===== src/hw/rtl/olsu_pkg.sv =====
// Package for the ordered list store: command and status codes, the
// per-cell control word shared by the cell chain and the top level.
// No dependencies.
package olsu_pkg;

    localparam int DATA_W   = 32;
    localparam int CMD_W    = 3;
    localparam int POS_W    = 8;
    localparam int STATUS_W = 3;
    localparam int COUNT_W  = 5;

    // Command codes
    localparam logic [CMD_W-1:0] CMD_INS_HEAD = 3'd0;
    localparam logic [CMD_W-1:0] CMD_INS_TAIL = 3'd1;
    localparam logic [CMD_W-1:0] CMD_INS_POS  = 3'd2;
    localparam logic [CMD_W-1:0] CMD_COUNT    = 3'd3;
    localparam logic [CMD_W-1:0] CMD_DEL_HEAD = 3'd4;
    localparam logic [CMD_W-1:0] CMD_DEL_TAIL = 3'd5;
    localparam logic [CMD_W-1:0] CMD_DEL_POS  = 3'd6;
    localparam logic [CMD_W-1:0] CMD_DEL_VAL  = 3'd7;

    // Status codes
    localparam logic [STATUS_W-1:0] ST_OK       = 3'd0;
    localparam logic [STATUS_W-1:0] ST_BADPOS   = 3'd1;
    localparam logic [STATUS_W-1:0] ST_EMPTY    = 3'd2;
    localparam logic [STATUS_W-1:0] ST_FULL     = 3'd3;
    localparam logic [STATUS_W-1:0] ST_NOTFOUND = 3'd4;

    // Broadcast to every cell: open a gap, close a gap, and the word to store
    typedef struct packed {
        logic              ins;
        logic              del;
        logic [DATA_W-1:0] data;
    } cell_ctl_t;

endpackage


===== src/hw/rtl/ordered_list_store_unit.sv =====
// Top level of the ordered list store: command sequencer, fill count and
// the chain of list cells. Depends on olsu_pkg and olsu_cell.
//
// Usage:
//   A command word (cmd, value, position) is taken at a rising edge where
//   start is high and busy is low. busy is high for the one cycle in which
//   every cell compares its entry with value. In the next cycle the cells
//   shift in one step (insert opens a gap, delete at head, position or
//   value closes one) and the result word is registered; it shows on
//   status, match_count and length for exactly one cycle with done high.
//   done is registered from the execute state. A new command may be
//   accepted in the cycle where the previous one executes, so commands
//   overlap: each passes the registered compare in each cell, then the
//   shift step of the chain.
//   The receiver cannot stall: done is a one-cycle strobe.
//   Reset empties the list (fill count 0) and clears done; length is not
//   reset, and entries hold no meaning until written and need no clearing.
module ordered_list_store_unit #(
    parameter int CAPACITY = 16
) (
    input  logic                          clk,
    input  logic                          rst_n,
    input  logic                          start,
    output logic                          busy,
    input  logic [olsu_pkg::CMD_W-1:0]    cmd,
    input  logic signed [olsu_pkg::DATA_W-1:0] value,
    input  logic [olsu_pkg::POS_W-1:0]    position,
    output logic                          done,
    output logic [olsu_pkg::STATUS_W-1:0] status,
    output logic [olsu_pkg::COUNT_W-1:0]  match_count,
    output logic [olsu_pkg::COUNT_W-1:0]  length
);
    import olsu_pkg::*;

    localparam int CNT_W = $clog2(CAPACITY + 1);
    localparam int EW    = ((CNT_W > POS_W) ? CNT_W : POS_W) + 1;
    localparam int SW    = CNT_W + COUNT_W;
    localparam logic [CNT_W-1:0] CAP = CNT_W'(CAPACITY);

    // Sequencer states
    localparam logic [1:0] S_IDLE = 2'd0;
    localparam logic [1:0] S_CMP  = 2'd1;
    localparam logic [1:0] S_EXE  = 2'd2;

    logic [1:0]          state_reg, state_next;
    logic [CNT_W-1:0]    fill_reg, fill_next;
    logic [CMD_W-1:0]    cmd_reg;
    logic [DATA_W-1:0]   value_reg;
    logic [POS_W-1:0]    pos_reg;
    logic                done_reg;
    logic [STATUS_W-1:0] status_reg, status_next;
    logic [COUNT_W-1:0]  mcount_reg, mcount_next;
    logic [COUNT_W-1:0]  length_reg, length_next;

    logic [DATA_W-1:0]   entries [CAPACITY];
    logic [CAPACITY-1:0] match_vec;
    logic [CAPACITY-1:0] hit_vec;
    cell_ctl_t           ctl;
    logic [CNT_W-1:0]    op_idx;

    logic                accept;
    logic                full, empty;
    logic [EW-1:0]       pos_e, fill_e;
    logic [CNT_W-1:0]    hit_cnt;
    logic [CNT_W-1:0]    first_idx;
    logic                found;
    logic [CNT_W-1:0]    mcnt;

    assign accept = start && !busy;
    assign busy   = (state_reg == S_CMP);

    // Cell chain
    for (genvar i = 0; i < CAPACITY; i++)
    begin : g_cell
        logic [DATA_W-1:0] left_w, right_w;
        if (i == 0)
        begin : g_first
            assign left_w = entries[i];
        end
        else
        begin : g_mid_l
            assign left_w = entries[i-1];
        end
        if (i == CAPACITY - 1)
        begin : g_last
            assign right_w = entries[i];
        end
        else
        begin : g_mid_r
            assign right_w = entries[i+1];
        end

        olsu_cell #(
            .INDEX (i),
            .IDX_W (CNT_W)
        ) u_cell (
            .clk         (clk),
            .ctl         (ctl),
            .idx         (op_idx),
            .cmp_value   (value_reg),
            .left_entry  (left_w),
            .right_entry (right_w),
            .entry       (entries[i]),
            .match       (match_vec[i])
        );

        // Only held entries count as hits
        assign hit_vec[i] = match_vec[i] && (CNT_W'(i) < fill_reg);
    end

    // Hit count and first hit
    always_comb
    begin
        hit_cnt   = '0;
        first_idx = '0;
        found     = 1'b0;
        for (int i = CAPACITY - 1; i >= 0; i--)
        begin
            hit_cnt = hit_cnt + CNT_W'(hit_vec[i]);
            if (hit_vec[i])
            begin
                first_idx = CNT_W'(i);
                found     = 1'b1;
            end
        end
    end

    assign full   = (fill_reg == CAP);
    assign empty  = (fill_reg == '0);
    assign pos_e  = EW'(pos_reg);
    assign fill_e = EW'(fill_reg);

    // Command decode, active in the execute cycle
    always_comb
    begin
        ctl.ins     = 1'b0;
        ctl.del     = 1'b0;
        ctl.data    = value_reg;
        op_idx      = '0;
        fill_next   = fill_reg;
        status_next = ST_OK;
        mcnt        = '0;
        if (state_reg == S_EXE)
        begin
            case (cmd_reg)
                CMD_INS_HEAD, CMD_INS_TAIL, CMD_INS_POS:
                begin
                    if (cmd_reg == CMD_INS_POS &&
                        (pos_e == '0 || pos_e > fill_e + EW'(1)))
                        status_next = ST_BADPOS;
                    else if (full)
                        status_next = ST_FULL;
                    else
                    begin
                        ctl.ins   = 1'b1;
                        fill_next = fill_reg + CNT_W'(1);
                        if (cmd_reg == CMD_INS_TAIL)
                            op_idx = fill_reg;
                        else if (cmd_reg == CMD_INS_POS)
                            op_idx = CNT_W'(pos_e - EW'(1));
                    end
                end
                CMD_COUNT:
                    mcnt = hit_cnt;
                CMD_DEL_HEAD, CMD_DEL_TAIL:
                begin
                    if (empty)
                        status_next = ST_EMPTY;
                    else
                    begin
                        ctl.del   = (cmd_reg == CMD_DEL_HEAD);
                        fill_next = fill_reg - CNT_W'(1);
                    end
                end
                CMD_DEL_POS:
                begin
                    if (empty)
                        status_next = ST_EMPTY;
                    else if (pos_e == '0 || pos_e > fill_e)
                        status_next = ST_BADPOS;
                    else
                    begin
                        ctl.del   = 1'b1;
                        op_idx    = CNT_W'(pos_e - EW'(1));
                        fill_next = fill_reg - CNT_W'(1);
                    end
                end
                default:
                begin
                    if (empty)
                        status_next = ST_EMPTY;
                    else if (!found)
                        status_next = ST_NOTFOUND;
                    else
                    begin
                        ctl.del   = 1'b1;
                        op_idx    = first_idx;
                        fill_next = fill_reg - CNT_W'(1);
                    end
                end
            endcase
        end
    end

    // Saturate counts to the 5-bit result fields
    always_comb
    begin
        logic [SW-1:0] m_e, l_e;
        m_e         = SW'(mcnt);
        l_e         = SW'(fill_next);
        mcount_next = (m_e > SW'(31)) ? COUNT_W'(31) : m_e[COUNT_W-1:0];
        length_next = (l_e > SW'(31)) ? COUNT_W'(31) : l_e[COUNT_W-1:0];
    end

    // Sequencer
    always_comb
    begin
        state_next = state_reg;
        case (state_reg)
            S_IDLE:  state_next = accept ? S_CMP : S_IDLE;
            S_CMP:   state_next = S_EXE;
            S_EXE:   state_next = accept ? S_CMP : S_IDLE;
            default: state_next = S_IDLE;
        endcase
    end

    // Control registers
    always_ff @(posedge clk or negedge rst_n)
    begin
        if (!rst_n)
        begin
            state_reg <= S_IDLE;
            fill_reg  <= '0;
            done_reg  <= 1'b0;
        end
        else
        begin
            state_reg <= state_next;
            fill_reg  <= fill_next;
            done_reg  <= (state_reg == S_EXE);
        end
    end

    // Command and result payload
    always_ff @(posedge clk)
    begin
        if (accept)
        begin
            cmd_reg   <= cmd;
            value_reg <= value;
            pos_reg   <= position;
        end
        if (state_reg == S_EXE)
        begin
            status_reg <= status_next;
            mcount_reg <= mcount_next;
            length_reg <= length_next;
        end
    end

    assign done        = done_reg;
    assign status      = status_reg;
    assign match_count = mcount_reg;
    assign length      = length_reg;

    // Checks
    a_fill_bound: assert property (@(posedge clk) disable iff (!rst_n)
        fill_reg <= CAP)
        else $error("fill count above capacity");

    a_exe_done: assert property (@(posedge clk) disable iff (!rst_n)
        (state_reg == S_EXE) |=> done_reg)
        else $error("execute cycle gave no done strobe");

    a_accept_busy: assert property (@(posedge clk) disable iff (!rst_n)
        accept |=> busy)
        else $error("accepted command did not enter compare");

    a_fill_hold: assert property (@(posedge clk) disable iff (!rst_n)
        (state_reg != S_EXE) |=> $stable(fill_reg))
        else $error("fill count changed outside execute");

endmodule


===== src/hw/rtl/olsu_cell.sv =====
// One list slot of the ordered list store: holds an entry, loads the new
// word or one from its left or right neighbor on insert/delete, registers a
// match flag. Depends on olsu_pkg.
module olsu_cell #(
    parameter int INDEX = 0,
    parameter int IDX_W = 5
) (
    input  logic                       clk,
    input  olsu_pkg::cell_ctl_t        ctl,
    input  logic [IDX_W-1:0]           idx,
    input  logic [olsu_pkg::DATA_W-1:0] cmp_value,
    input  logic [olsu_pkg::DATA_W-1:0] left_entry,
    input  logic [olsu_pkg::DATA_W-1:0] right_entry,
    output logic [olsu_pkg::DATA_W-1:0] entry,
    output logic                       match
);
    import olsu_pkg::*;

    localparam logic [IDX_W-1:0] MY_IDX = IDX_W'(INDEX);

    logic [DATA_W-1:0] entry_reg;
    logic [DATA_W-1:0] entry_next;
    logic              match_reg;

    // Shift or load decision from the broadcast index
    always_comb
    begin
        entry_next = entry_reg;
        if (ctl.ins)
        begin
            if (MY_IDX == idx)
                entry_next = ctl.data;
            else if (MY_IDX > idx)
                entry_next = left_entry;
        end
        else if (ctl.del)
        begin
            if (MY_IDX >= idx)
                entry_next = right_entry;
        end
    end

    // Entry and compare registers, payload only
    always_ff @(posedge clk)
    begin
        entry_reg <= entry_next;
        match_reg <= (entry_reg == cmp_value);
    end

    assign entry = entry_reg;
    assign match = match_reg;

endmodule

===== config.mk =====
export PLATFORM = sky130hd
export DESIGN_NAME = ordered_list_store_unit
export DESIGN_NICKNAME = d
export VERILOG_FILES = /design/src/hw/rtl/olsu_pkg.sv /design/src/hw/rtl/ordered_list_store_unit.sv /design/src/hw/rtl/olsu_cell.sv
export SDC_FILE = /design/constraint.sdc
export NUM_CORES = 2
export LEC_CHECK = 0
export ABC_AREA = 0
export BUFFER_PORTS_ARGS = -buffer_cell sky130_fd_sc_hd__buf_2
export CORE_MARGIN = 2
export CORE_UTILIZATION = 35
export DETAILED_ROUTE_END_ITERATION = 16
export GPL_ROUTABILITY_DRIVEN = 0
export SLEW_MARGIN = 40
export SYNTH_ARGS = -nofsm -noshare
export SYNTH_HDL_FRONTEND = slang
export SYNTH_HIERARCHICAL = 1
export SYNTH_SLANG_ARGS = --single-unit

===== constraint.sdc =====
create_clock -name clk -period 26.6 [get_ports clk]
set_input_delay 6.65 -clock clk [delete_from_list [all_inputs] [get_ports clk]]
set_output_delay 6.65 -clock clk [all_outputs]
set_load 0.03 [all_outputs]

==> impl_results.md <==
- Status: finished, final reports clean
- Die H: roughly 330 um
- RSZ-0062 raised after global routing: no
- Most frequent cells in the layout: 1027 x nand2_1, 568 x edfxtp_1, 565 x nor2_1, 515 x a31oi_1, 513 x xor2_1
- Max reg flops: 512
- Final period utilization: a little under a third
- Worst slew margin: roughly 47%
- Inserted Clock Buffers: 70
- Largest area contributor in the netlist: edfxtp_1
- Final Max Tran Viols: 0
- H-tree levels: 3
- Root Buffer: clkbuf_16
- CTS tree: yes
- Seq/Total Area, Yosys: between 40 and 50%
- Leak: roughly 15 nW
- CP max stage delay: approximately 0.38 ns
- Mean Syn Cell Area: 9.232 um2
- Crit-path slowest cell: dfrtp_1
- Min Tclk post-route: slightly above 8 ns
- Post-CTS setup buffer count: 0
- Pre-antenna DRT Iters: 5
- Syn nets: roughly 4000
- Global-route wire length before repair: around 160000 um
- Area Growth Syn to Fin: 10.15%
- DR vias: 29339
- VDD IR max: approximately 57 uV
- Pre-CTS WS: about 19 ns
- Pwr per Cell Area: around 62 mW/mm2
- Share of the synthesized area in the top cell type: 46.81%
- Wire per inst: 18.51 um
- Clk slew on worst S/H paths: around 0.060 ns
- Starting Density: between 30% and 40%
- CP arrival: roughly 1.5 ns
- Setup-failing EPs final: 0
- IO Pins: just over 60
- Final WS setup: around 18 ns
- Vias in the first global route: ~28000
- Ys Warns: 6
- Yosys reg bits: 592
- ANT cells: 0
- Post-synth EDFFs: 568
- Core Area: ~0.10 mm2
- Clk sinks: approximately 590
- Total grt overflow: 0
- Die footprint: approximately 0.11 mm2
- Yosys cell types: 93
- Worst skew pair latency: ~0.63 ns
- Synth Instances: a little under 4000
- # DRC: 0
- Hold Crit Class: flop to flop
- HPWL after DPL: about 67000 um
- Share of layout cells above drive strength 1: roughly 8.6%
- FFs w/ async S/R, synth: 1.351%
- Max cap viols: 0
- Dominant synthesized flop cell: edfxtp_1
- Die Wd: ~330 um
- Final Net Count: roughly 4000
- Area contributors post-synth: edfxtp_1 47%, xor2_1 12%, nand2_1 11%
- Final ANT Viol Nets: 0
- Largest net degree at the start of global routing: ~140
- Post-Route WL: 99150 um
- Max Fanout on Critical Path: 3
- Fin Clk Skew: around 0.025 ns
- Critical path launch point type: flop
- Clock buffer depth: 3
- Setup Crit Path Kind: flop to output pin
- CTS Hold Buffers Added: 0
- 1st-iter DRT viols: 3020
- Commonest non-fill, non-tap cell in the layout: nand2_1
- # rows: 118
- GR Util All Layers: 18.01%
- Worst path required time: roughly 20 ns
- Port bufs: 60
- Slew at the pin closest to its max-slew limit: 0.7911 ns
- Final Hold Violating Endpoints: 0
- Resized Gates After CTS: 0
- Initial antenna violation count: 2
- Worst setup EP type: output pin
- Worst path cell trace: nor2b_1 -> buf_2
- Post-Syn Area: about 0.036 mm2
- Fmax: roughly 0.12 GHz
- Via density: ~5.5
- Sum Neg Setup Slack: 0 ns
- Power Total: ~2.5 mW
[final timing paths]
kind,from,end,slack [ns],cells past startpoint
max,state_reg[1],busy,18.42,2
min,state_reg[0],state_reg[0],0.44,1
max reg2reg,fill_reg[1],g_cell[10].u_cell/entry[15],20.73,15
min reg2reg,state_reg[0],state_reg[0],0.44,1
max in group asynchronous,rst_n,fill_reg[4],20.56,1
min in group asynchronous,rst_n,fill_reg[1],5.86,1
[metrics by stage]
| stage | utilization, % | cells | hold WS (ns) | cell area, um2 |
|---|---|---|---|---|
| after floorplan | - | 3947 | 0.4080 | 36440 |
| after global placement | 36.51 | 5231 | 0.4308 | 37740 |
| after detailed placement | 36.62 | 5235 | 0.4317 | 37850 |
| after CTS | 38.83 | 5357 | 0.4403 | 40130 |
| after global routing | 38.84 | 5357 | 0.4955 | 40140 |
| final | 38.84 | 5357 | 0.4425 | 40140 |
[worst max-delay path, delay by kind of cell, from the launching register on]
| kind | cells | cell delay [ns] |
|---|---|---|
| flops | 1 | 0.38 |
| simple gates | 1 | 0.28 |
| buf+inv | 1 | 0.26 |
[per-layer routing]
layer	GRT usage, %	part of all wire, %	vias up
li1	-	-	13862
met3	2.253	6.7	90
met5	0	0	-
met1	26.88	47	14478
met2	27.88	45	909
met4	3.819	1.4	0
[synthesized netlist by cell type, drive strengths merged (5+ instances only)]
master       count
nand2         1060
nor2           571
edfxtp         568
a31oi          516
xor2           513
nor4           136
clkbuf         129
buf            106
nand4           38
inv             32
nor3            23
o21ai           22
ha              21
a21oi           18
nor2b           17
dfxtp           16
nand3           12
fa              10
o21a             9
dfrtp            8
xnor2            8
a211oi           7
and2             7
or3              7
and3             6
nand2b           6
nand3b           6
a21o             5
dlygate4sd1      5
[final cells by class]
cell class | count | area, um2
clock buffers | 86 | 1897
clock inverters | 36 | 380.4
fillers | 10365 | 63210
inverters | 33 | 123.9
multi-input cells | 3082 | 17370
flip-flops and latches | 592 | 17580
well taps | 1380 | 1727
repair buffers | 148 | 1060
[kinds of logic (layout without fill, tap and decap cells)]
logic type	Yosys count	after routing	share of synthesized area, %
fa+ha+maj	31	31	1.271
buf+inv	273	303	4.622
flops	592	592	48.24
compound gates	618	618	10.97
mux	2	2	0.05837
xor+xnor	521	521	12.52
simple gates	1910	1910	22.32
[report_power, final]
part	internal, mW	leakage (nW)	switching [mW]
clock network	0.575	1.11	0.404
registers	1.09	5.41	0.0649
logic	0.120	8.20	0.228
Note: power is estimated with default switching activity, not from simulation.
